<file path="src/rtl/swu_pkg.sv">
// Shared types, constants and the decay table function of the STDP weight update block.
package swu_pkg;

   localparam int SYNAPSES_DEFAULT          = 1024;
   localparam int EXP_TABLE_ENTRIES_DEFAULT = 64;

   localparam int SYN_W     = 10;
   localparam int TIME_W    = 32;
   localparam int WEIGHT_W  = 16;
   localparam int CSR_IDX_W = 3;
   localparam int CSR_DAT_W = 16;

   localparam int QUEUE_DEPTH = 2;

   localparam logic REQ_EVENT = 1'b0;
   localparam logic REQ_LOAD  = 1'b1;

   localparam logic [CSR_IDX_W-1:0] CSR_POT_AMPLITUDE  = 3'd0;
   localparam logic [CSR_IDX_W-1:0] CSR_DEP_AMPLITUDE  = 3'd1;
   localparam logic [CSR_IDX_W-1:0] CSR_POT_DECAY_RATE = 3'd2;
   localparam logic [CSR_IDX_W-1:0] CSR_DEP_DECAY_RATE = 3'd3;
   localparam logic [CSR_IDX_W-1:0] CSR_WEIGHT_CEILING = 3'd4;

   localparam logic [15:0] POT_AMPLITUDE_RESET  = 16'd1638;
   localparam logic [15:0] DEP_AMPLITUDE_RESET  = 16'd1638;
   localparam logic [15:0] POT_DECAY_RATE_RESET = 16'd295;
   localparam logic [15:0] DEP_DECAY_RATE_RESET = 16'd295;
   localparam logic [15:0] WEIGHT_CEILING_RESET = 16'd16384;

   localparam logic [63:0] LN2_Q32 = 64'd2977044472;
   localparam logic [63:0] HALF_POWERS [8] = '{
      64'd3037000500, 64'd3611622603, 64'd3938502376, 64'd4112874773,
      64'd4202935003, 64'd4248701965, 64'd4271771996, 64'd4283353945
   };

   typedef struct packed {
      logic [15:0] pot_amplitude;
      logic [15:0] dep_amplitude;
      logic [15:0] pot_decay_rate;
      logic [15:0] dep_decay_rate;
      logic [15:0] weight_ceiling;
   } cfg_type;

   typedef struct packed {
      logic                is_load;
      logic                potentiate;
      logic [SYN_W-1:0]    synapse;
      logic [SYN_W-1:0]    quotient;
      logic [TIME_W-1:0]   magnitude;
      logic [WEIGHT_W-1:0] load_weight;
   } queue_entry_type;

   typedef enum logic [2:0] {
      BK_IDLE,
      BK_MUL,
      BK_IDX,
      BK_TBL,
      BK_STEP,
      BK_WB
   } back_state_type;

   // Evaluates 2^(-e/65536) in Q1.16; used only to build constant tables.
   function automatic logic [16:0] exp2_neg_frac(input logic [15:0] e);
      logic [63:0] acc;
      logic [63:0] r;
      logic [63:0] y;
      logic [63:0] low;
      logic [63:0] rounded;
      acc = 64'd1 << 32;
      for (int i = 0; i < 8; i++) begin
         if (e[15-i]) begin
            acc = (acc * HALF_POWERS[i] + (64'd1 << 31)) >> 32;
         end
      end
      r = {56'd0, e[7:0]};
      if (r != 64'd0) begin
         y   = (r * LN2_Q32) >> 16;
         low = (64'd1 << 32) - y + ((y * y) >> 33);
         acc = (acc * low + (64'd1 << 31)) >> 32;
      end
      rounded = (acc + (64'd1 << 15)) >> 16;
      return rounded[16:0];
   endfunction

endpackage

</file>
<file path="src/rtl/swu_front.sv">
// Front end: forms the time difference, classifies each transaction and pre-reduces its index.
module swu_front #(
   parameter int SYNAPSES = swu_pkg::SYNAPSES_DEFAULT
) (
   input  logic                          req_type,
   input  logic [swu_pkg::SYN_W-1:0]     req_synapse_index,
   input  logic [swu_pkg::TIME_W-1:0]    req_post_spike_time,
   input  logic [swu_pkg::TIME_W-1:0]    req_pre_release_time,
   input  logic [swu_pkg::WEIGHT_W-1:0]  req_load_weight,
   output swu_pkg::queue_entry_type      entry
);
   import swu_pkg::*;

   localparam logic [19:0] RECIP = 20'((1 << 20) / SYNAPSES);

   logic [TIME_W-1:0] diff;
   logic [29:0]       quot_prod;

   assign diff      = req_post_spike_time - req_pre_release_time;
   assign quot_prod = {20'd0, req_synapse_index} * {10'd0, RECIP};

   always_comb begin
      entry.is_load     = (req_type == REQ_LOAD);
      entry.potentiate  = ~diff[TIME_W-1];
      entry.synapse     = req_synapse_index;
      entry.quotient    = quot_prod[29:20];
      entry.magnitude   = diff[TIME_W-1] ? (TIME_W'(0) - diff) : diff;
      entry.load_weight = req_load_weight;
   end

endmodule

</file>
<file path="config.mk">
export PLATFORM = sky130hd
export DESIGN_NAME = swu_front
export DESIGN_NICKNAME = d
export VERILOG_FILES = /design/src/rtl/swu_pkg.sv /design/src/rtl/swu_front.sv
export SDC_FILE = /design/constraint.sdc
export NUM_CORES = 1
export LEC_CHECK = 0
export CORE_MARGIN = 8
export CORE_UTILIZATION = 62
export DETAILED_ROUTE_END_ITERATION = 10
export DONT_BUFFER_PORTS = 1
export PLACE_DENSITY = 0.78
export SLEW_MARGIN = 5
export SYNTH_ARGS = -nofsm -noshare
export SYNTH_HDL_FRONTEND = slang
export SYNTH_SLANG_ARGS = --single-unit
export TNS_END_PERCENT = 10
</file>
<file path="constraint.sdc">
create_clock -name vclk -period 6.6
set_input_delay 1.32 -clock vclk [all_inputs]
set_output_delay 1.32 -clock vclk [all_outputs]
set_load 0.01 [all_outputs]
</file>
# ---- Word level (Yosys, flattened, before mapping)
# Cells that the tools add are included.
dict set report word_totals {
  word_cells 4
  reg_bits 0
  input_bits 91
}
dict set report classes {
  n_bitwise 1
  n_mux 1
  add_sub_neg 2
}
# cell count
set op_table {}
lappend op_table {{32-bit two-way mux} 1}
lappend op_table {{1-bit by 32-bit subtractor with 32-bit output (first input constant)} 1}
lappend op_table {{32-bit subtractor} 1}
lappend op_table {{1-bit NOT} 1}

# ---- Longest topological paths before layout
# Gate-level depths: netlist (run 1).
dict set report depth {
  word_depth 3
  mapped_depth 14
  mapped_depth_nobuf 13
}

# ---- Worst setup path after synthesis (run 1)
# Ideal clock, no wire load.
dict set report synth_timing {
  kind {input port to output port}
  from {input port req_post_spike_time[0] in the netlist's numbering}
  to {output port entry[47] in the netlist's numbering}
  cell_stages 14
  t_required_ns 5.280
  arrival_ns 4.347
  slack_ns 0.933
  path_cell_list {inv_1 > ha_1 > inv_1 > fa_1 > nand3_2 > a21o_1 > a211o_2 > a31oi_4 > or4_1 > o211ai_2 > or4b_1 > buf_2 > or4_1 > nor3_2}
}
# item line_no
set synth_lines {}
lappend synth_lines {{from (decl)} swu_front.sv:7} ;# input logic [swu_pkg::TIME_W-1:0] req_post_spike_time,
lappend synth_lines {{to (decl)} swu_front.sv:10} ;# output swu_pkg::queue_entry_type entry

==> impl_results.md, run 1 <==
* MaxCap Viol Count at 0
* Peak fanout along the critical path at 6
* IO Port Bufs at 0
* Post-Route WL at 8.22 mm
* N_diodes at 0
* Initial Util at 0.628
* Final worst slack at ~0.64 ns
* Placed cells at 493
* Max_slew headroom at 0.579
* Multi-input logic area at 0.00267 mm²
* Post-synthesis sequential area ratio at 0
* Syn avg cell area at 6.73 µm²
* Dominant cells by area after synthesis: ha_1 (13%), xnor2_1 (9.2%), buf_4 (8.9%), nand2_1 (5.8%), a21oi_1 (5.3%)
* Mux share of post-synthesis cell area at 0.00720
* Die Span Y at 87.0 µm
* Setup total negative slack at 0 ns
* Startpoint Class: primary input
* Number of global-route vias before repair at 2959
* Final non-filler cell total at 493
* Std cell rows at 26
* Routability-driven placement congestion ratio at 0.901
* Warnings, synthesis at 0
* Comb pwr share at 1.000
* Post-Synth XOR/XNOR Area at 0.140
* Seq pwr share at 0
* Worst path bufs/invs at 1
* Total gr overflow at 0
* WHS at between 2 and 3 ns
* Dpl ws at 0.682 ns
* Filler instances at 515
* CP Launch Point: req_pre_release_time[1]
* Critical Path End: entry[40]
* Largest family of logic cells by synthesized area: compound AO/OA/AOI/OAI gates
* Worst path top cell family by delay: compound AO/OA/AOI/OAI gates
* Sequential cell count at 0
* Hold Crit Class: in -> out
* Crit-path cells: inv_1, ha_1, nor2b_1, o31ai_2, a211o_1, a21boi_0, or3_1, a221oi_1, nand4_1, o41ai_1, xor2_1
* Initial drt markers at 227
* Sw power at between 0.2 and 0.3 mW
* Yosys top cell area share at 0.128
* Drt drc at 0
* CP arrival at 4.64 ns
* Tcrit/Tclk final at 0.904
* Final ANT Viol Nets at 0
* Slew Viols, Final at 0
* Via count at 3133
* Die Wd at between 80 and 90 µm
* Post_cts resized at 0
* Post-CTS setup repair buffer count at 0
* Vias per cell at between 6 and 7
* RSZ-0062 raised after global routing: no
* Hpwl dp at 7.05 mm
* Switching Fraction at 0.654
* Cell count after synthesis at 465
* I/O pin total at 161
* FF+latch area at 0 µm²
* Adder and majority gate portion of the synthesized area at 0.134
* VDD IR max at between 0.00009 and 0.0001 V
* Synth cell types at 68
* CLK BUF at 0
* Largest stage delay, worst path at 0.46 ns
* Synth Area in Compound Gates at 0.316
* Synthesis-to-layout area growth at -6.76%
* Hold buffer count at CTS at 0
* Worst path depth at 11
* Post-Syn Area at 0.00313 mm²
* Slowest CP cell: o31ai_2
* First-pass GRT wire length at 13.6 mm
* FMAX at 168 MHz
* Initial antenna violation count at 0
* Slew @ Worst Pin at 0.625 ns
* Period minus WS final at between 5 and 6 ns
* Layout cells sized above 1 at 0.0496
* Detailed Routing Iterations Pass 1 at 5
* Worst Path Required at ~5.3 ns
* Final Setup Violations at 0
* Status: complete, no violations
* Core ar. at 0.00498 mm²
* Final Net Count at 549
* Leak at 1.23 nW
* Die area at 0.00757 mm²
* Largest net degree at the start of global routing at 17
* Routed length per placed instance at 16.7 µm
* GRT Util Overall at 0.210
* Worst Setup Path Type: in -> out
* Worst Setup End Kind: output port
* Fin. Hold Viols at 0
* Clk network pwr share at 0
* Largest area contributor in the netlist: ha_1
* Simple-Gate Fraction of Synth Area at 0.241
* Power density over cell area at ~150 mW/mm²
* Int Power at about 0.15 mW
## synth_stat cells (3+ instances only)
library cell  number
nand4_1            8
nor3_1             9
nand2_1           48
nor3b_1            3
o21ai_0           27
nand3_1           14
o41ai_1            7
a21oi_1           33
o21ai_1            3
buf_2              8
ha_1              32
o31ai_1            5
or3_1              9
and2_1             8
o211ai_1           4
a211o_1            6
o21a_1             6
a31oi_1            4
buf_4             37
a21boi_0           3
a211oi_1           8
nor2b_1            3
xor2_1            17
or4_1              4
xnor2_1           33
a21o_1            15
nor2_1            19
inv_1             39
clkbuf_1           6
## cell type report
cell class	instances	share of cell area
multi-input cells	382	0.915
inverters	39	0.0502
well taps	70	0.0300
repair buffers	2	0.00515
## power groups by stage
stage	sequential (mW)	clock [mW]	combinational, mW
finish	0	0	0.439
global route	0	0	0.485
CTS	0	0	0.437
detailed placement	0	0	0.434
global placement	0	0	0.429
floorplan	0	0	0.376
## layout by cell type, fill, tap and decap left out, types with 3 or more instances in the layout
cell and n:
a21boi_0 3, xor2_1 17, nand2_1 48, a211oi_1 8, conb_1 10, nand3_1 14, or3_1 9, inv_1 39
o21a_1 6, o211ai_1 4, a21oi_1 33, nor3b_1 3, o41ai_1 7, o31ai_1 5, and2_1 8, nor2_1 19
or4_1 4, a31oi_1 4, xnor2_1 32, a21o_1 15, nor3_1 9, ha_1 32, a211o_1 6, o21ai_1 3
o21ai_0 27, nand4_1 8, nor2b_1 3
## per-stage QoR
stage | total power [mW] | cell area [µm²] | util
5_1_grt | 0.485 | 2920 | 0.586
2_1_floorplan | 0.376 | 3160 | -
3_3_place_gp | 0.429 | 2920 | 0.586
3_5_place_dp | 0.434 | 2920 | 0.586
6_report | 0.439 | 2920 | 0.586
4_1_cts | 0.437 | 2920 | 0.586
## worst min-delay path by stage
| stage | slack (ns) | endpoint | from | depth (start not counted) |
|---|---|---|---|---|
| final | 2.64 | entry[15] | req_load_weight[15] | 0 |
| after floorplan | 2.73 | entry[0] | req_load_weight[0] | 1 |
| after CTS | 2.64 | entry[13] | req_load_weight[13] | 0 |
| after global routing | 2.64 | entry[15] | req_load_weight[15] | 0 |
| after detailed placement | 2.64 | entry[13] | req_load_weight[13] | 0 |
| after global placement | 2.64 | entry[13] | req_load_weight[13] | 0 |
## cells by family after synthesis
kind of cell / count (synthesis)
xor gates and xnor gates: 50
other: 1
and+or+nand+nor: 145
buffers and inverters: 92
AOI/OAI and AO/OA: 142
adders and majority gates: 33
muxes: 2
## metal layers
layer	track usage	wire length, µm	up-vias
met1	0.260	3640	1432
met3	0.0387	593	16
li1	-	-	1551
met5	0	0	-
met2	0.368	3850	134
met4	0.0391	136	0
Power figures use the tool's default switching activity.
==> run 2, diff against run 1 <==
==> constraint.sdc (replaced) <==
create_clock -name vclk -period 6.6
set_input_delay 1.32 -clock vclk [all_inputs]
set_output_delay 1.32 -clock vclk [all_outputs]
set_load 0.05 [all_outputs]
==> run 2 against run 1 <==
Setup slack worse by 0.085 ns. Sequential cell count stayed put. Sequential share of layout area stayed put. Global-route usage is 0.41 points lower. Clock-buffer cell count stayed put. Via count is 1.2% higher. Non-clock buffer count is 30 higher. Critical path depth is 3 higher. First-iteration DRC count is 33% lower. Wire length is 0.86% lower. Hold slack hardly changed. Critical endpoint is now entry[47]. Largest power group unchanged.
==> impl_results.md, run 2 (synthesis results as in run 1) <==
* Status: complete, no violations
* Final core utilization at 0.631
* Routed length per placed instance at 15.6 µm
* N_diodes at 0
* Fin area at between 0.003 and 0.004 mm²
* Hold Crit Class: in -> out
* Final Setup Violations at 0
* Most common cell after layout, fill and taps aside: nand2_1
* IO Port Bufs at 0
* Startpoint Class: primary input
* Drt drc at 0
* Slowest CP cell: or4b_1
* Die Wd at 87.0 µm
* Total gr overflow at 0
* GRT Util Overall at 0.206
* First-pass GRT wire length at 13.4 mm
* Post-CTS setup repair buffer count at 0
* Switching Fraction at 0.696
* FF+latch area at 0 µm²
* Core ar. at 0.00498 mm²
* Hpwl dp at 7.13 mm
* Fin. Hold Viols at 0
* Std cell rows at 26
* Comb pwr share at 1.000
* FMAX at between 150 and 200 MHz
* Leak at roughly 1.4 nW
* I/O pin total at about 160
* Initial antenna violation count at 0
* Post-place instance area at between 0.003 and 0.004 mm²
* Most frequent cells in the layout: nand2_1 (48), inv_1 (39), a21oi_1 (33)
* Final ANT Viol Nets at 0
* Worst path top cell family by delay: simple AND/OR/NAND/NOR gates
* Max_slew headroom at 0.580
* Synthesis-to-layout area growth at 0.440%
* Setup total negative slack at 0 ns
* Largest stage delay, worst path at 0.59 ns
* Crit-path cells: inv_1, ha_1, inv_1, fa_1, nand3_2, a21o_1, a211o_2, a31oi_4, or4_1, o211ai_2, or4b_1, or4_1, nor3_2, buf_4
* Vias per cell at 6.06
* Period minus WS final at 6.05 ns
* VDD IR max at approximately 0.00023 V
* Die Span Y at 87.0 µm
* MaxCap Viol Count at 0
* Die area at 0.00757 mm²
* Sw power at 0.572 mW
* Clk network pwr share at 0
* Detailed Routing Iterations Pass 1 at 4
* Routability-driven placement congestion ratio at 0.951
* Power density over cell area at 261 mW/mm²
* WHS at 2.64 ns
* Number of global-route vias before repair at about 3.1k
* CP arrival at 4.73 ns
* RSZ-0062 raised after global routing: no
* Final Net Count at 579
* Tcrit/Tclk final at 0.917
* Seq pwr share at 0
* Largest net degree at the start of global routing at 22
* Hold buffer count at CTS at 0
* Worst Setup Path Type: in -> out
* Worst Setup End Kind: output port
* Filler instances at between 500 and 600
* Slew Viols, Final at 0
* Post-Route WL at between 8 and 9 mm
* Peak fanout along the critical path at 7
* Layout cells sized above 1 at 0.113
* Int Power at 0.249 mW
* CLK BUF at 0
* Worst Path Required at 5.28 ns
* Slew @ Worst Pin at 0.624 ns
* Initial drt markers at roughly 150
* Sequential cell count at 0
* Initial Util at 0.628
* Via count at 3171
* Worst path bufs/invs at 3
* Post_cts resized at 0
==> run 2: cell types whose count changed in the layout (fill, tap and decap cells not counted), sizes merged <==
cell  before  now
buf        2   32
==> run 2: final timing paths <==
| path | startpoint | endpoint | slack, ns | depth (start not counted) |
|---|---|---|---|---|
| worst min-delay path | req_load_weight[15] | entry[15] | 2.64 | 0 |
| worst max-delay path | req_post_spike_time[0] | entry[47] | 0.55 | 14 |
==> run 2: cell type report <==
class              instances  area [µm²]  share of cell area
repair buffers            32         240              0.0765
inverters                 39         146              0.0466
well taps                 70        87.6              0.0279
multi-input cells        382        2670               0.849
==> run 2: power by group through the flow <==
| stage | sequential, mW | combinational, mW | clock [mW] |
|---|---|---|---|
| 5_1_grt | 0 | 0.875 | 0 |
| 6_report | 0 | 0.821 | 0 |
| 3_3_place_gp | 0 | 0.811 | 0 |
| 2_1_floorplan | 0 | 0.669 | 0 |
| 4_1_cts | 0 | 0.821 | 0 |
| 3_5_place_dp | 0 | 0.818 | 0 |
==> run 2: metal layers <==
metal,up-vias,routed length [µm],track usage
met2,102,3990,0.367
met3,14,539,0.0368
met5,-,0,0
li1,1609,-,-
met4,0,112,0.0438
met1,1446,3510,0.249
==> run 2: per-stage QoR <==
step	worst slack, ns	instances	power (mW)
after CTS	0.569	523	0.821
after detailed placement	0.594	523	0.818
after global placement	0.647	523	0.811
after floorplan	0.445	474	0.669
after global routing	0.277	523	0.875
final	0.550	523	0.821
==> run 3, diff against run 2 <==
Settings changed: ABC_AREA set to 1.
==> run 3 against run 2 <==
Power decreased by 11%. Setup slack improved by 0.59 ns. Via count is 45% higher. Critical path depth is 3 higher. First-iteration DRC count grew 77%. Sequential cell count is the same. Global-route usage increased by 2.5 points. Synthesized cell count increased by 75%.
==> impl_results.md, run 3 <==
* Total gr overflow at 0
* Startpoint Class: primary input
* Fin. Hold Viols at 0
* Final Net Count at just over 900
* IO Port Bufs at 0
* Crit-path cells: inv_1, ha_1, inv_1, fa_1, nand3_1, nand2_2, nand2_2, nand2_2, nand2_1, nand2_1, xnor2_2, inv_1, nor2_2, nand3_1, nor2_1, nand2_1, nor3_2
* Hpwl dp at 10.3 mm
* Placed cells at roughly 880
* Tcrit/Tclk final at 0.827
* WHS at roughly 2.6 ns
* Period minus WS final at 5.46 ns
* Drt drc at 0
* Post-Route WL at 11.5 mm
* Layout cells sized above 1 at 0.0952
* Largest area contributor in the netlist: nand2_1
* Die Wd at 96.6 µm
* Setup total negative slack at 0 ns
* Initial drt markers at 269
* Syn avg cell area at 4.95 µm²
* Worst Setup End Kind: output port
* Cell count after synthesis at slightly above 800
* Largest net degree at the start of global routing at 28
* Routability-driven placement congestion ratio at 0.947
* I/O pin total at 161
* FF+latch area at 0 µm²
* Critical Path End: entry[47]
* GRT Util Overall at 0.232
* CP Launch Point: req_post_spike_time[0]
* Die Span Y at 96.6 µm
* Worst Setup Path Type: in -> out
* Worst Path Required at between 5 and 6 ns
* Post-Syn Area at 0.00403 mm²
* Post-synthesis sequential area ratio at 0
* Post-synth top cells: nand2_1 (314), inv_1 (169), nor2_1 (60)
* Std cell rows at 29
* Final ANT Viol Nets at 0
* Post-CTS setup repair buffer count at 0
* Slew @ Worst Pin at 0.838 ns
* Most frequent cells in the layout: nand2_1 (314), inv_1 (169), nor2_1 (60), nand3_1 (59), ha_1 (32)
* FMAX at 183 MHz
* Die area at 0.00933 mm²
* N_diodes at 0
* VDD IR max at 0.000185 V
* Detailed Routing Iterations Pass 1 at 8
* Peak fanout along the critical path at 4
* Power density over cell area at about 180 mW/mm²
* CLK BUF at 0
* Synthesis-to-layout area growth at -1.46%
* Vias per cell at 5.26
* CP arrival at 4.14 ns
* Synth cell types at 32
* Initial antenna violation count at 0
* Sequential cell count at 0
* Routed length per placed instance at 13.1 µm
* Leak at 2.56 nW
* MaxCap Viol Count at 0
* Core ar. at 0.00631 mm²
* Status: complete, no violations
* Number of global-route vias before repair at 4293
* Warnings, synthesis at 0
* First-pass GRT wire length at 19.3 mm
* Dominant cells by area after synthesis: nand2_1 (29%), inv_1 (16%), ha_1 (9.9%), nand3_1 (7.3%), buf_4 (6.9%)
* Via count at 4602
* Initial Util at 0.638
* Max_slew headroom at 0.438
* Final Setup Violations at 0
* RSZ-0062 raised after global routing: no
* Yosys top cell area share at 0.293
* Largest stage delay, worst path at 0.70 ns
* Slew Viols, Final at 0
* Final non-filler cell total at about 900
* Most common cell in the netlist: nand2_1
* Most common cell after layout, fill and taps aside: nand2_1
* Hold Crit Class: in -> out
* Post_cts resized at 0
* Slowest CP cell: nor3_2
* Hold buffer count at CTS at 0
## run 3: changes by cell type in the layout (fill, tap and decap cells not counted), sizes merged, moves of 23 or more
cell,delta
nand2,+287
nor2,+55
nand3,+51
inv,+137
o21ai,-25
xnor2,-23
## run 3: area by class of cell
cell class,count,area (µm²)
multi-input cells,605,3080
fillers,682,2340
well taps,77,96.3
inverters,176,666
repair buffers,17,128
## run 3: cells by family (layout without fill, tap and decap cells)
kind of cell    count (synthesis)  count (layout)  synth area share
compound gates                 34              34            0.0478
xor+xnor                       24              24            0.0541
fa+ha+maj                      33              33             0.104
buf+inv                       217             193             0.244
other cells                     1              10          0.000931
simple gates                  504             504             0.549
## run 3: through the flow
step	util	instance area, µm²	setup WS, ns	power (mW)
final	0.629	3970	1.14	0.730
after global routing	0.629	3970	0.868	0.792
after CTS	0.629	3970	1.18	0.727
after detailed placement	0.629	3970	1.18	0.726
after global placement	0.629	3970	1.22	0.716
after floorplan	-	4060	1.35	0.632
## run 3: how the worst min path moves through the flow
stage	to	from	depth (start not counted)
3_5_place_dp	entry[64]	req_synapse_index[6]	0
3_3_place_gp	entry[64]	req_synapse_index[6]	0
4_1_cts	entry[64]	req_synapse_index[6]	0
6_report	entry[12]	req_load_weight[12]	0
5_1_grt	entry[10]	req_load_weight[10]	0
2_1_floorplan	entry[0]	req_load_weight[0]	1
## run 3: critical path, delay by kind of cell
kind                     cells  cell delay (ns)
buffers and inverters        3             0.22
XOR/XNOR                     1             0.29
AND/OR/NAND/NOR             11             1.67
adder cells (fa/ha/maj)      2             0.63
## run 3: where the power goes
part,internal [mW],total [mW],switching [mW]
combinational,0.185,0.730,0.545
sequential,0,0,0
clock,0,0,0
## run 3: routing by layer
metal  global-route usage  share of wire  vias up
met5                    0              0        -
met4               0.0450          0.018        0
met3               0.0327          0.082       20
met2                0.385           0.44      204
met1                0.308           0.46     2011
li1                     -              -     2367
