### src/rtl/swu_pkg.sv
// Shared types, constants and the decay table function of the STDP weight update block.
package swu_pkg;

   localparam int SYNAPSES_DEFAULT          = 1024;
   localparam int EXP_TABLE_ENTRIES_DEFAULT = 64;

   localparam int SYN_W     = 10;
   localparam int TIME_W    = 32;
   localparam int WEIGHT_W  = 16;
   localparam int CSR_IDX_W = 3;
   localparam int CSR_DAT_W = 16;

   localparam int QUEUE_DEPTH = 2;

   localparam logic REQ_EVENT = 1'b0;
   localparam logic REQ_LOAD  = 1'b1;

   localparam logic [CSR_IDX_W-1:0] CSR_POT_AMPLITUDE  = 3'd0;
   localparam logic [CSR_IDX_W-1:0] CSR_DEP_AMPLITUDE  = 3'd1;
   localparam logic [CSR_IDX_W-1:0] CSR_POT_DECAY_RATE = 3'd2;
   localparam logic [CSR_IDX_W-1:0] CSR_DEP_DECAY_RATE = 3'd3;
   localparam logic [CSR_IDX_W-1:0] CSR_WEIGHT_CEILING = 3'd4;

   localparam logic [15:0] POT_AMPLITUDE_RESET  = 16'd1638;
   localparam logic [15:0] DEP_AMPLITUDE_RESET  = 16'd1638;
   localparam logic [15:0] POT_DECAY_RATE_RESET = 16'd295;
   localparam logic [15:0] DEP_DECAY_RATE_RESET = 16'd295;
   localparam logic [15:0] WEIGHT_CEILING_RESET = 16'd16384;

   localparam logic [63:0] LN2_Q32 = 64'd2977044472;
   localparam logic [63:0] HALF_POWERS [8] = '{
      64'd3037000500, 64'd3611622603, 64'd3938502376, 64'd4112874773,
      64'd4202935003, 64'd4248701965, 64'd4271771996, 64'd4283353945
   };

   typedef struct packed {
      logic [15:0] pot_amplitude;
      logic [15:0] dep_amplitude;
      logic [15:0] pot_decay_rate;
      logic [15:0] dep_decay_rate;
      logic [15:0] weight_ceiling;
   } cfg_type;

   typedef struct packed {
      logic                is_load;
      logic                potentiate;
      logic [SYN_W-1:0]    synapse;
      logic [SYN_W-1:0]    quotient;
      logic [TIME_W-1:0]   magnitude;
      logic [WEIGHT_W-1:0] load_weight;
   } queue_entry_type;

   typedef enum logic [2:0] {
      BK_IDLE,
      BK_MUL,
      BK_IDX,
      BK_TBL,
      BK_STEP,
      BK_WB
   } back_state_type;

   // Evaluates 2^(-e/65536) in Q1.16; used only to build constant tables.
   function automatic logic [16:0] exp2_neg_frac(input logic [15:0] e);
      logic [63:0] acc;
      logic [63:0] r;
      logic [63:0] y;
      logic [63:0] low;
      logic [63:0] rounded;
      acc = 64'd1 << 32;
      for (int i = 0; i < 8; i++) begin
         if (e[15-i]) begin
            acc = (acc * HALF_POWERS[i] + (64'd1 << 31)) >> 32;
         end
      end
      r = {56'd0, e[7:0]};
      if (r != 64'd0) begin
         y   = (r * LN2_Q32) >> 16;
         low = (64'd1 << 32) - y + ((y * y) >> 33);
         acc = (acc * low + (64'd1 << 31)) >> 32;
      end
      rounded = (acc + (64'd1 << 15)) >> 16;
      return rounded[16:0];
   endfunction

endpackage

### src/rtl/swu_queue.sv
// Short register queue that decouples the front end from the update engine.
module swu_queue (
   input  logic                     clock,
   input  logic                     reset,
   input  logic                     push,
   input  swu_pkg::queue_entry_type push_entry,
   input  logic                     pop,
   output swu_pkg::queue_entry_type head,
   output logic                     empty,
   output logic                     full
);
   import swu_pkg::*;

   localparam int PTR_W = (QUEUE_DEPTH > 1) ? $clog2(QUEUE_DEPTH) : 1;
   localparam int CNT_W = $clog2(QUEUE_DEPTH + 1);

   queue_entry_type  slots [QUEUE_DEPTH];
   logic [PTR_W-1:0] wr_ptr_ff, wr_ptr_in;
   logic [PTR_W-1:0] rd_ptr_ff, rd_ptr_in;
   logic [CNT_W-1:0] count_ff, count_in;

   function automatic logic [PTR_W-1:0] next_ptr(input logic [PTR_W-1:0] ptr);
      return (ptr == PTR_W'(QUEUE_DEPTH - 1)) ? PTR_W'(0) : ptr + PTR_W'(1);
   endfunction

   assign empty = (count_ff == CNT_W'(0));
   assign full  = (count_ff == CNT_W'(QUEUE_DEPTH));
   assign head  = slots[rd_ptr_ff];

   always_comb begin
      wr_ptr_in = push ? next_ptr(wr_ptr_ff) : wr_ptr_ff;
      rd_ptr_in = pop ? next_ptr(rd_ptr_ff) : rd_ptr_ff;
      count_in  = count_ff;
      if (push && !pop) begin
         count_in = count_ff + CNT_W'(1);
      end else if (pop && !push) begin
         count_in = count_ff - CNT_W'(1);
      end
   end

   always_ff @(posedge clock) begin
      if (reset) begin
         wr_ptr_ff <= '0;
         rd_ptr_ff <= '0;
         count_ff  <= '0;
      end else begin
         wr_ptr_ff <= wr_ptr_in;
         rd_ptr_ff <= rd_ptr_in;
         count_ff  <= count_in;
      end
   end

   always_ff @(posedge clock) begin
      if (push) begin
         slots[wr_ptr_ff] <= push_entry;
      end
   end

endmodule

### config.mk
export PLATFORM = sky130hd
export DESIGN_NAME = swu_queue
export DESIGN_NICKNAME = d
export VERILOG_FILES = /design/src/rtl/swu_pkg.sv /design/src/rtl/swu_queue.sv
export SDC_FILE = /design/constraint.sdc
export NUM_CORES = 1
export LEC_CHECK = 0
export BUFFER_PORTS_ARGS = -buffer_cell sky130_fd_sc_hd__buf_2
export CORE_MARGIN = 1.5
export CORE_UTILIZATION = 52
export DETAILED_ROUTE_END_ITERATION = 6
export PLACE_DENSITY = 0.84
export SYNTH_ARGS = -nofsm -noshare
export SYNTH_HDL_FRONTEND = slang
export SYNTH_SLANG_ARGS = --single-unit
### constraint.sdc
create_clock -name clock -period 4.9 [get_ports clock]
set_clock_uncertainty 0.15 [all_clocks]
set_input_delay 0.49 -clock clock [delete_from_list [all_inputs] [get_ports clock]]
set_output_delay 0.49 -clock clock [all_outputs]
set_load 0.01 [all_outputs]
# Yosys cells after proc, flatten, opt, wreduce, memory -nomap -nowiden
# Memories as Yosys holds them, arrays and structs flattened. A register that Yosys moved wholly into a read port is not among the register bits.
# Cells that the tools add are included.
# W data, S select, Z words.
[word_totals]
output_inout_bits = 72
memories = 1
reg_bits = 4
wordCells = 23
ramBits = 140
in_bits = 74
[classes]
n_mux = 8
n_reduce_logical = 6
eq_ne = 1
n_addsub = 4
[mem_list]
columns = ["name", "depth", "width", "rd", "rd_clocked_by_memory_dff", "wr", "line_no", "source"]
rows = [
  ["slots", 2, 70, 1, 1, 1, "swu_queue.sv:17", "queue_entry_type slots [QUEUE_DEPTH];"],
]
[ops]
columns = ["cell", "count"]
rows = [
  ["$mux W1", 6],
  ["$mux W2", 2],
  ["$add A1 B1 Y1 const B", 2],
  ["$add A2 B1 Y2 const B", 1],
  ["$eq A2 B2 Y1 const B", 1],
  ["$logic_and A1 B1 Y1", 2],
  ["$logic_not A1 Y1", 2],
  ["$logic_not A2 Y1", 1],
  ["$reduce_bool A2 Y1", 1],
  ["$sub A2 B1 Y2 const B", 1],
]

# Longest topological paths before layout
# Gate-level depths: netlist of run 1.
[depth]
depth_word = 4
ltp_mapped = 5
mapped_depth_nobuf = 5

# Worst setup path after synthesis of run 1
# Ideal clock, no wire load.
[synth_path]
path_type = "in2reg"
startpoint = "in push"
endpoint = "mem slots[0][0] (netlist bit) (enable)"
n_path_buf = 0
t_arrival_ns = 3.561
t_required_ns = 4.243
cell_stages = 1
path_slack_ns = 0.682
setup_ns = 0.507
cell_sequence = "nor2b_1"
[synth_between]
elab_chain_cells = 2
[synth_rtl]
columns = ["item", "line_no", "source"]
rows = [
  ["from (decl)", "swu_queue.sv:5", "input logic push,"],
  ["$mux W1", "swu_queue.sv:54", "if (push) begin"],
  ["$mux W1 (implied by the code)", "swu_queue.sv:55", "slots[wr_ptr_ff] <= push_entry;"],
  ["to (decl)", "swu_queue.sv:17", ""],
]
# No other way between the ends.

==> results.sh, run 1 <==
export IMPL_period_share_pct=55.7
export IMPL_final_cells=600
export IMPL_postLayoutCoreUtil_pct=74.9
export IMPL_cts_hold_buf=58
export IMPL_via_per_inst=4.94
export IMPL_setup_slack_ns=2.17
export IMPL_p_per_area_mw_per_mm2=437
export IMPL_status="completed"
export IMPL_synth_distinct_cells=16
export IMPL_synthCells=240
export IMPL_grt_pass1_vias=3171
export IMPL_drv_cap=0
export IMPL_r2r_cells=1
export IMPL_finalHoldViolations=0
export IMPL_wire_per_inst_um=16.2
export IMPL_coreArea_mm2=0.00982
export IMPL_required_ns=4.26
export IMPL_wl_met2_um=5150
export IMPL_fin_area_mm2=0.00735
export IMPL_place_gp_congestion=0.679
export IMPL_vias=2963
export IMPL_place_hpwl_um=5380
export IMPL_fillers=607
export IMPL_cts_sinks=145
export IMPL_clockBufferDepth=2
export IMPL_cts_tree="yes"
export IMPL_ys_warn_count=0
export IMPL_critical_path_max_stage_delay_ns=0.94
export IMPL_wirelength_um=9700
export IMPL_r2r_end="slots[1][54]$_DFFE_PP_"
export IMPL_rows=36
export IMPL_rsz0062_at_grt="no"
export IMPL_r2r_slack_ns=3.06
export IMPL_fp_dieW_um=104
export IMPL_drive_above_1_share_pct=52.7
export IMPL_cp_slowest_cell="dfxtp_4"
export IMPL_synth_area_leaders="edfxtp_1 80%, mux2_2 15%, dfxtp_1 1.9%"
export IMPL_syn_avg_cell_area_um2=22.0
export IMPL_num_antenna_cells=0
export IMPL_tns_ns=0
export IMPL_synth_edf_count=140
export IMPL_flow_area_growth_from_synthesis_pct=39.2
export IMPL_antenna_left=0
export IMPL_maxSlewHeadroom_pct=36.4
export IMPL_netlist_area_leader_share_pct=79.6
export IMPL_total_power_mw=3.21
export IMPL_antenna_found_initial=0
export IMPL_start_util_pct=53.8
export IMPL_synth_flop_cell="edfxtp_1"
export IMPL_cts_buffers=17
export IMPL_drt_met1_wl_um=3760
export IMPL_worst_slew_pin_slew_ns=0.954
export IMPL_leakage_nw=2.81
export IMPL_top_layer="met4"
export IMPL_boundaryPins=146
export IMPL_grt_use_total_pct=18.3
export IMPL_crit_fanout=70
export IMPL_endpoint="head[31]"
export IMPL_synth_seq_area_share_pct=81.5
export IMPL_ys_ff_latch=145
export IMPL_critPathArrivalTime_ns=2.09
export IMPL_hold_path_class="in -> reg"
export IMPL_async_flop_share_pct=0
export IMPL_place_area_mm2=0.00611
export IMPL_dp_slack_ns=2.71
export IMPL_cts_root_buf="clkbuf_8"
export IMPL_max_freq_mhz=366
export IMPL_syn_nets=315
export IMPL_min_period_ns=2.73
export IMPL_irDropWorstVdd_v=0.000285
export IMPL_syn_area_mm2=0.00528
export IMPL_met3WireLength_um=571
export IMPL_cp_end_kind="output pin"
export IMPL_ys_top_cells_by_count="140 x edfxtp_1, 70 x mux2_2, 7 x buf_6"
export IMPL_synth_area_leader_cell="edfxtp_1"
export IMPL_cp_cell_sequence="mux2_2, buf_2"
export IMPL_grt_remaining_overflow=0
export IMPL_post_route_drc_count=0
export IMPL_timing_rr_start="wr_ptr_ff$_SDFFE_PP0P_"
export IMPL_clk_latency_ns=0.51
export IMPL_start_kind="register"
export IMPL_ctsResizeCount=0
export IMPL_drtIter0Drc=148
export IMPL_htreeDepth=4
export IMPL_port_buffers=145
export IMPL_grt_max_degree=71
export IMPL_dieArea_mm2=0.0108
export IMPL_place_inst=511
export IMPL_first_pass_iters=4
export IMPL_setup_viol_count_final=0
export IMPL_nets=530
export IMPL_cts_setup_buffers=0
export IMPL_drv_slew=0
export IMPL_clkTransAtPathRegs_ns=0.06
export IMPL_grt_pass1_wl_um=14700
export IMPL_die_y_um=104
export IMPL_critical_path_class="reg -> out"
export IMPL_yosysMostFrequentCell="edfxtp_1"
export IMPL_hold_ws_ns=0.0312
-- cells in the final DEF (no fill, tap or decap), types with 2 or more instances in the layout --
cell and instances:
dfxtp_1 4, xor2_1 2, clkinv_1 3, xnor2_1 2
clkbuf_16 16, nor2_1 5, mux2_2 70, buf_2 145
edfxtp_1 140, bufinv_16 7, dlygate4sd3_1 58, clkbuf_1 2
-- layer usage --
layer,up-vias,GRT usage (%)
li1,1381,-
met1,1447,19.3
met2,116,32.8
met3,19,5.66
met4,0,9.13
met5,-,0
-- where the power goes --
group,internal [mW],switching (mW)
Clock,0.973,0.445
Sequential,1.45,0.0419
Combinational,0.166,0.141
-- worst max-delay path, delay by kind of cell (launching register included) --
family / cells / cell delay, ns
muxes: 1 / 0.43
DFF: 1 / 0.94
buffers and inverters: 1 / 0.15
-- how the worst min path moves through the flow --
stage                        startpoint                  endpoint  cells after the start  slack, ns
6_report                 push_entry[55]    slots[0][55]$_DFFE_PP_                      1       0.03
5_1_grt                  push_entry[15]    slots[0][15]$_DFFE_PP_                      1      0.005
4_1_cts                  push_entry[24]    slots[1][24]$_DFFE_PP_                      1     0.0005
3_5_place_dp     rd_ptr_ff$_SDFFE_PP0P_                  register                      2       0.36
3_3_place_gp   count_ff[1]$_SDFFE_PP0P_  count_ff[1]$_SDFFE_PP0P_                      2       0.33
2_1_floorplan  count_ff[1]$_SDFFE_PP0P_  count_ff[1]$_SDFFE_PP0P_                      2       0.31
-- sequential cells by signal (all words and copies together) (netlist names), named ones only --
signal and cells:
slots 140, count_ff 2, rd_ptr_ff 1, wr_ptr_ff 1
-- cell families after synthesis --
| group | Yosys count | synth area share [%] |
|---|---|---|
| adder cells (fa/ha/maj) | 1 | 0.237 |
| buffers and inverters | 9 | 1.66 |
| multiplexers | 70 | 14.9 |
| flip-flops | 145 | 81.5 |
| XOR/XNOR | 4 | 0.663 |
| AND/OR/NAND/NOR | 9 | 0.876 |
| AO/OA/AOI/OAI | 2 | 0.189 |
-- final cells by class --
cell class	instances	area, um^2	area share (%)
Clock buffer	19	422	5.73
Clock inverter	12	238	3.23
Inverter	1	3.75	0.0510
Multi-Input combinational cell	86	902	12.3
Sequential cell	145	4310	58.6
Tap cell	133	166	2.26
Timing Repair Buffer	204	1310	17.9
(Power assumes the default switching activity.)
==> inputs of run 2 (changes only) <==
--- a/config.mk
+++ b/config.mk
@@ -5,11 +5,12 @@
 export SDC_FILE = /design/constraint.sdc
 export NUM_CORES = 1
 export LEC_CHECK = 0
+export ABC_AREA = 1
 export BUFFER_PORTS_ARGS = -buffer_cell sky130_fd_sc_hd__buf_2
 export CORE_MARGIN = 1.5
-export CORE_UTILIZATION = 52
+export CORE_UTILIZATION = 47
 export DETAILED_ROUTE_END_ITERATION = 6
-export PLACE_DENSITY = 0.84
+export PLACE_DENSITY = 0.8
 export SYNTH_ARGS = -nofsm -noshare
 export SYNTH_HDL_FRONTEND = slang
 export SYNTH_SLANG_ARGS = --single-unit
==> constraint.sdc (replaced) <==
create_clock -name clock -period 2.5 [get_ports clock]
set_clock_uncertainty 0.15 [all_clocks]
set_input_delay 0.25 -clock clock [delete_from_list [all_inputs] [get_ports clock]]
set_output_delay 0.25 -clock clock [all_outputs]
set_load 0.01 [all_outputs]
==> run 2 against run 1 <==
Compared with the run above:
- the run now ends with design-rule violations left
- synthesized cell count increased by 4.6%
- via count is 2.8% higher
- hold slack lost 0.0036 ns
- first-iteration DRC count fell by 4.1%
==> results.sh, run 2 <==
export IMPL_status="finished, violations left"
export IMPL_violations="design-rule violations"
export IMPL_place_gp_congestion=0.667
export IMPL_required_ns=2.10
export IMPL_yosysMostFrequentCell="edfxtp_1"
export IMPL_final_cell_mix="145 x buf_2, 140 x edfxtp_1, 73 x dlygate4sd3_1, 70 x mux2_4, 17 x clkbuf_16"
export IMPL_finalHoldViolations=0
export IMPL_critPathArrivalTime_ns=1.56
export IMPL_critical_path_class="reg -> out"
export IMPL_largest_register="slots"
export IMPL_cts_tree="yes"
export IMPL_worst_slew_pin_slew_ns=0.489
export IMPL_grt_use_total_pct=16.4
export IMPL_synth_distinct_cells=15
export IMPL_hold_start="pop"
export IMPL_cpLargestDelayFamily="buffers and inverters"
export IMPL_ctsResizeCount=0
export IMPL_start_kind="register"
export IMPL_dieArea_mm2=0.0127
export IMPL_endpoint="head[51]"
export IMPL_crit_cells=3
export IMPL_max_freq_mhz=510
export IMPL_grt_pass1_vias=3246
export IMPL_antenna_left=0
export IMPL_drv_cap=0
export IMPL_reg_top3="slots x140, count_ff x2"
export IMPL_flow_area_growth_from_synthesis_pct=38.5
export IMPL_drv_slew=0
export IMPL_r2r_end="slots[1][64]$_DFFE_PP_"
export IMPL_drtIter0Drc=142
export IMPL_vias=3045
export IMPL_post_route_drc_count=12
export IMPL_rows=39
export IMPL_start_util_pct=48.7
export IMPL_crit_fanout=37
export IMPL_irDropWorstVdd_v=0.000553
export IMPL_rsz0062_at_grt="no"
export IMPL_cts_root_buf="clkbuf_16"
export IMPL_ys_warn_count=0
export IMPL_wire_per_inst_um=15.6
export IMPL_setup_viol_count_final=0
export IMPL_drive_above_1_share_pct=50.5
export IMPL_p_per_area_mw_per_mm2=786
export IMPL_grt_pass1_wl_um=15400
export IMPL_coreArea_mm2=0.0116
export IMPL_clockBufferDepth=2
export IMPL_timing_rr_start="wr_ptr_ff$_SDFFE_PP0P_"
export IMPL_clkTransAtPathRegs_ns=0.05
export IMPL_nets=561
export IMPL_min_period_ns=1.96
export IMPL_synth_area_leader_cell="edfxtp_1"
export IMPL_boundaryPins=146
export IMPL_num_antenna_cells=0
export IMPL_maxSlewHeadroom_pct=67.4
export IMPL_period_share_pct=78.4
export IMPL_cts_buffers=17
export IMPL_r2r_cells=3
export IMPL_cp_end_kind="output pin"
export IMPL_antenna_found_initial=0
export IMPL_port_buffers=145
export IMPL_place_hpwl_um=5930
export IMPL_cts_sinks=145
export IMPL_largest_reg_flops=140
export IMPL_htreeDepth=4
export IMPL_die_y_um=112
export IMPL_syn_nets=326
export IMPL_final_cells=642
export IMPL_synth_edf_count=140
export IMPL_grt_max_degree=38
export IMPL_r2r_slack_ns=1.02
export IMPL_synth_area_leaders="edfxtp_1 75%, mux2_4 19%, buf_12 2.5%"
export IMPL_hold_path_class="in -> reg"
export IMPL_cp_cell_sequence="buf_12, mux2_4, buf_2"
export IMPL_crit_buf_inv=2
export IMPL_mostFrequentLayoutCell="buf_2"
export IMPL_clk_latency_ns=0.42
export IMPL_fp_dieW_um=112
export IMPL_leakage_nw=3.18
export IMPL_wirelength_um=10000
export IMPL_netlist_area_leader_share_pct=74.6
export IMPL_cp_slowest_cell="dfxtp_4"
export IMPL_ys_ff_latch=145
export IMPL_synth_flop_cell="edfxtp_1"
export IMPL_place_inst=537
export IMPL_grt_remaining_overflow=0
export IMPL_syn_avg_cell_area_um2=22.4
export IMPL_via_per_inst=4.74
export IMPL_synth_seq_area_share_pct=76.4
export IMPL_tns_ns=0
export IMPL_async_flop_share_pct=0
export IMPL_critical_path_max_stage_delay_ns=0.37
export IMPL_first_pass_iters=7
export IMPL_ys_top_cells_by_count="140 x edfxtp_1, 70 x mux2_4, 9 x inv_1"
export IMPL_syn_area_mm2=0.00563
export IMPL_synthCells=251
[run 2: cell type report]
| class | instances | area (um^2) |
|---|---|---|
| fill | 752 | 3760 |
| timing repair buffer | 224 | 1530 |
| clock buffer | 20 | 437 |
| tap | 143 | 179 |
| sequential | 145 | 4310 |
| inverter | 9 | 35.0 |
| multi-input combinational | 89 | 1150 |
| clock inverter | 12 | 165 |
[run 2: where the power goes]
| group | switching, mW | leakage [nW] | internal (mW) |
|---|---|---|---|
| combinational | 0.321 | 1.53 | 0.409 |
| sequential | 0.0383 | 1.36 | 2.81 |
| clock | 0.894 | 0.295 | 1.66 |
| total | 1.25 | 3.18 | 4.88 |
[run 2: worst register-to-register path, delay by kind of cell (launching register included)]
family | cells | cell delay [ns]
AND/OR/NAND/NOR | 1 | 0.09
buffers and inverters | 2 | 0.46
flip-flops | 1 | 0.39
[run 2: timing repair]
| action | in CTS | in global routing |
|---|---|---|
| endpoints found under the setup margin | 0 | 0 |
| buffers inserted | 0 | 0 |
| hold endpoints to repair | 145 | 0 |
| hold buffers | 73 | 0 |
[run 2: cell families after synthesis]
kind of cell               synth area share (%)
DFF                                        76.4
AOI/OAI and AO/OA                         0.178
buffers and inverters                      3.29
xor gates and xnor gates                  0.156
and+or+nand+nor                            1.09
muxes                                      18.7
adders and majority gates                 0.222
[run 2: how the worst min path moves through the flow]
stage / cells past startpoint / slack [ns] / endpoint
6_report: 3 / 0.03 / register
5_1_grt: 3 / 0.06 / register
4_1_cts: 3 / 0.008 / register
3_5_place_dp: 1 / 0.29 / slots[0][8]$_DFFE_PP_
2_1_floorplan: 1 / 0.17 / register
3_3_place_gp: 1 / 0.29 / slots[1][6]$_DFFE_PP_
[run 2: metal layers]
layer  wire [um]  track usage (%)
met1        4020             18.0
met4         266             9.54
met5           0                0
met2        5210             28.1
met3         552             5.29
[run 2: stage by stage]
stage                     cell area [um^2]  power, mW  setup slack (ns)  hold WS [ns]  util, %
after floorplan                       5640       3.34             0.112         0.172        -
after global routing                  7800       6.35             0.489        0.0562     67.5
final                                 7800       6.13             0.539        0.0276     67.5
after global placement                6470       3.52             0.985         0.287     55.9
after CTS                             7800       6.20             0.514       0.00822     67.5
after detailed placement              6470       3.54             0.973         0.292     55.9
==> inputs of run 3 (changes only) <==
--- a/config.mk
+++ b/config.mk
@@ -8,9 +8,9 @@
 export ABC_AREA = 1
 export BUFFER_PORTS_ARGS = -buffer_cell sky130_fd_sc_hd__buf_2
 export CORE_MARGIN = 1.5
-export CORE_UTILIZATION = 47
+export CORE_UTILIZATION = 52
 export DETAILED_ROUTE_END_ITERATION = 6
-export PLACE_DENSITY = 0.8
+export PLACE_DENSITY = 0.84
 export SYNTH_ARGS = -nofsm -noshare
 export SYNTH_HDL_FRONTEND = slang
 export SYNTH_SLANG_ARGS = --single-unit
==> constraint.sdc (replaced) <==
create_clock -name clock -period 1.97 [get_ports clock]
set_clock_uncertainty 0.15 [all_clocks]
set_input_delay 0.197 -clock clock [delete_from_list [all_inputs] [get_ports clock]]
set_output_delay 0.197 -clock clock [all_outputs]
set_load 0.01 [all_outputs]
==> run 3 against run 2 <==
Compared with the run above:
- cell area rose by 7.8%
- final cell count is 0.93% higher
- wire length rose by 28%
- via count rose by 5.9%
- critical path type unchanged
- the flow finishes with violations (negative setup slack)
- flip-flop and latch count unchanged
- non-clock buffer count up 13
- highest routed layer unchanged
- sequential share of layout area fell by 4.0 points
- global-route usage is 4.3 points higher
- sequential power increased by 27%
==> results.sh, run 3 (synthesis results as in run 2) <==
export IMPL_boundaryPins=146
export IMPL_vias=3226
export IMPL_wire_per_inst_um=19.9
export IMPL_seqCellArea_mm2=0.00431
export IMPL_drv_slew=0
export IMPL_largest_register="slots"
export IMPL_cts_tree="yes"
export IMPL_fillers=521
export IMPL_timing_rr_start="wr_ptr_ff$_SDFFE_PP0P_"
export IMPL_finalHoldViolations=0
export IMPL_status="finished, violations left"
export IMPL_mostFrequentLayoutCell="edfxtp_1"
export IMPL_cts_buffers=17
export IMPL_htreeDepth=4
export IMPL_num_antenna_cells=0
export IMPL_port_buffers=145
export IMPL_postLayoutCoreUtil_pct=80.8
export IMPL_grt_pass1_wl_um=17100
export IMPL_largest_reg_flops=140
export IMPL_r2r_cells=3
export IMPL_final_cell_mix="140 x edfxtp_1, 83 x buf_2, 74 x dlygate4sd3_1, 70 x mux2_4, 65 x buf_6"
export IMPL_grt_pass1_vias=3380
export IMPL_dieArea_mm2=0.0115
export IMPL_start_util_pct=54.1
export IMPL_place_hpwl_um=6350
export IMPL_grt_remaining_overflow=0
export IMPL_r2r_end="slots[1][13]$_DFFE_PP_"
export IMPL_grt_use_total_pct=20.7
export IMPL_worst_slew_pin_slew_ns=0.402
export IMPL_first_pass_iters=4
export IMPL_drtIter0Drc=124
export IMPL_nets=574
export IMPL_required_ns=1.62
export IMPL_p_per_area_mw_per_mm2=933
export IMPL_setup_viol_count_final=13
export IMPL_fin_area_mm2=0.00841
export IMPL_period_share_pct=101
export IMPL_leakage_nw=3.39
export IMPL_r2r_slack_ns=0.44
export IMPL_wirelength_um=12900
export IMPL_place_inst=530
export IMPL_drive_above_1_share_pct=51.2
export IMPL_total_power_mw=7.84
export IMPL_clkTransAtPathRegs_ns=0.07
export IMPL_hold_path_end="slots[0][40]$_DFFE_PP_"
export IMPL_hold_start="push_entry[40]"
export IMPL_place_area_mm2=0.00650
export IMPL_cp_slowest_cell="dfxtp_4"
export IMPL_rows=37
export IMPL_critical_path_max_stage_delay_ns=0.37
export IMPL_drv_cap=0
export IMPL_cp_end_kind="output pin"
export IMPL_fp_dieW_um=107
export IMPL_place_gp_congestion=0.710
export IMPL_maxSlewHeadroom_pct=73.2
export IMPL_violations="negative setup slack"
export IMPL_hold_path_class="in -> reg"
export IMPL_setup_slack_ns=-0.0123
export IMPL_dp_slack_ns=0.464
export IMPL_antenna_left=0
export IMPL_clockBufferDepth=2
export IMPL_reg_top3="slots x140, count_ff x2"
export IMPL_cp_cell_sequence="buf_12, clkbuf_16, mux2_4, buf_6"
export IMPL_cts_root_buf="clkbuf_8"
export IMPL_post_route_drc_count=0
export IMPL_crit_fanout=7
export IMPL_via_per_inst=4.98
export IMPL_coreArea_mm2=0.0104
export IMPL_clk_latency_ns=0.50
export IMPL_hold_ws_ns=0.257
export IMPL_min_period_ns=1.98
export IMPL_antenna_found_initial=0
export IMPL_grt_max_degree=43
export IMPL_worstHoldPathCells=2
export IMPL_rsz0062_at_grt="yes"
export IMPL_critical_path_class="reg -> out"
export IMPL_cts_sinks=145
export IMPL_multi_input_area_mm2=0.00115
export IMPL_irDropWorstVdd_v=0.000698
export IMPL_max_freq_mhz=504
export IMPL_tns_ns=-0.0434
export IMPL_start_kind="register"
export IMPL_critPathArrivalTime_ns=1.64
export IMPL_die_y_um=107
export IMPL_flow_area_growth_from_synthesis_pct=49.3
export IMPL_final_cells=648
## run 3: cell types whose count changed in the layout (fill, tap and decap cells not counted), moves of 2 or more
cell / change
bufinv_16: -2
buf_4: -2
buf_6: +65
clkinv_2: -5
buf_16: +2
clkinvlp_4: +4
clkbuf_16: +4
clkinv_1: +3
buf_12: +3
buf_2: -62
## run 3: metal layers
metal / vias up / share of wire (%) / global-route usage (%)
met5: - / 0 / 0
met4: 0 / 1.0 / 9.05
met3: 10 / 4.7 / 5.29
met2: 129 / 57 / 37.9
met1: 1610 / 38 / 22.4
li1: 1477 / - / -
## run 3: area by class of cell
class / instances / share of cell area [%]
clock buffers: 20 / 5.06
clock inverters: 12 / 1.41
inverters: 9 / 0.446
multi-input cells: 89 / 13.7
flip-flops and latches: 145 / 51.2
well taps: 136 / 2.02
repair buffers: 237 / 26.1
## run 3: power breakdown
| part | leakage (nW) | total (mW) | switching (mW) | internal [mW] |
|---|---|---|---|---|
| Clock | 0.251 | 2.95 | 1.16 | 1.78 |
| Combinational | 1.78 | 1.27 | 0.508 | 0.762 |
| Sequential | 1.36 | 3.63 | 0.0567 | 3.57 |
| Total | 3.39 | 7.84 | 1.73 | 6.12 |
## run 3: worst max-delay path by stage
stage                                 startpoint                      to  slack (ns)  depth (start not counted)
final                                   register                head[16]       -0.01                          4
after global routing                    register                head[28]       -0.06                          4
after CTS                               register                head[57]       -0.06                          3
after detailed placement  wr_ptr_ff$_SDFFE_PP0P_  slots[1][58]$_DFFE_PP_        0.46                          3
after global placement    wr_ptr_ff$_SDFFE_PP0P_  slots[1][56]$_DFFE_PP_        0.48                          3
after floorplan           wr_ptr_ff$_SDFFE_PP0P_   slots[1][0]$_DFFE_PP_       0.005                          2
## run 3: worst max-delay path: cells and delay by family, from the launching register on
kind | cells | cell delay [ns]
buf+inv | 3 | 0.43
flops | 1 | 0.37
mux | 1 | 0.32
## run 3: repair_timing
action	in CTS	in global routing
pin swaps	0	0
hold buffers	74	0
endpoints found under the hold margin	145	0
cloned	0	9
endpoints found under the setup margin	50	70
resized for setup	40	31
setup buffers	0	3
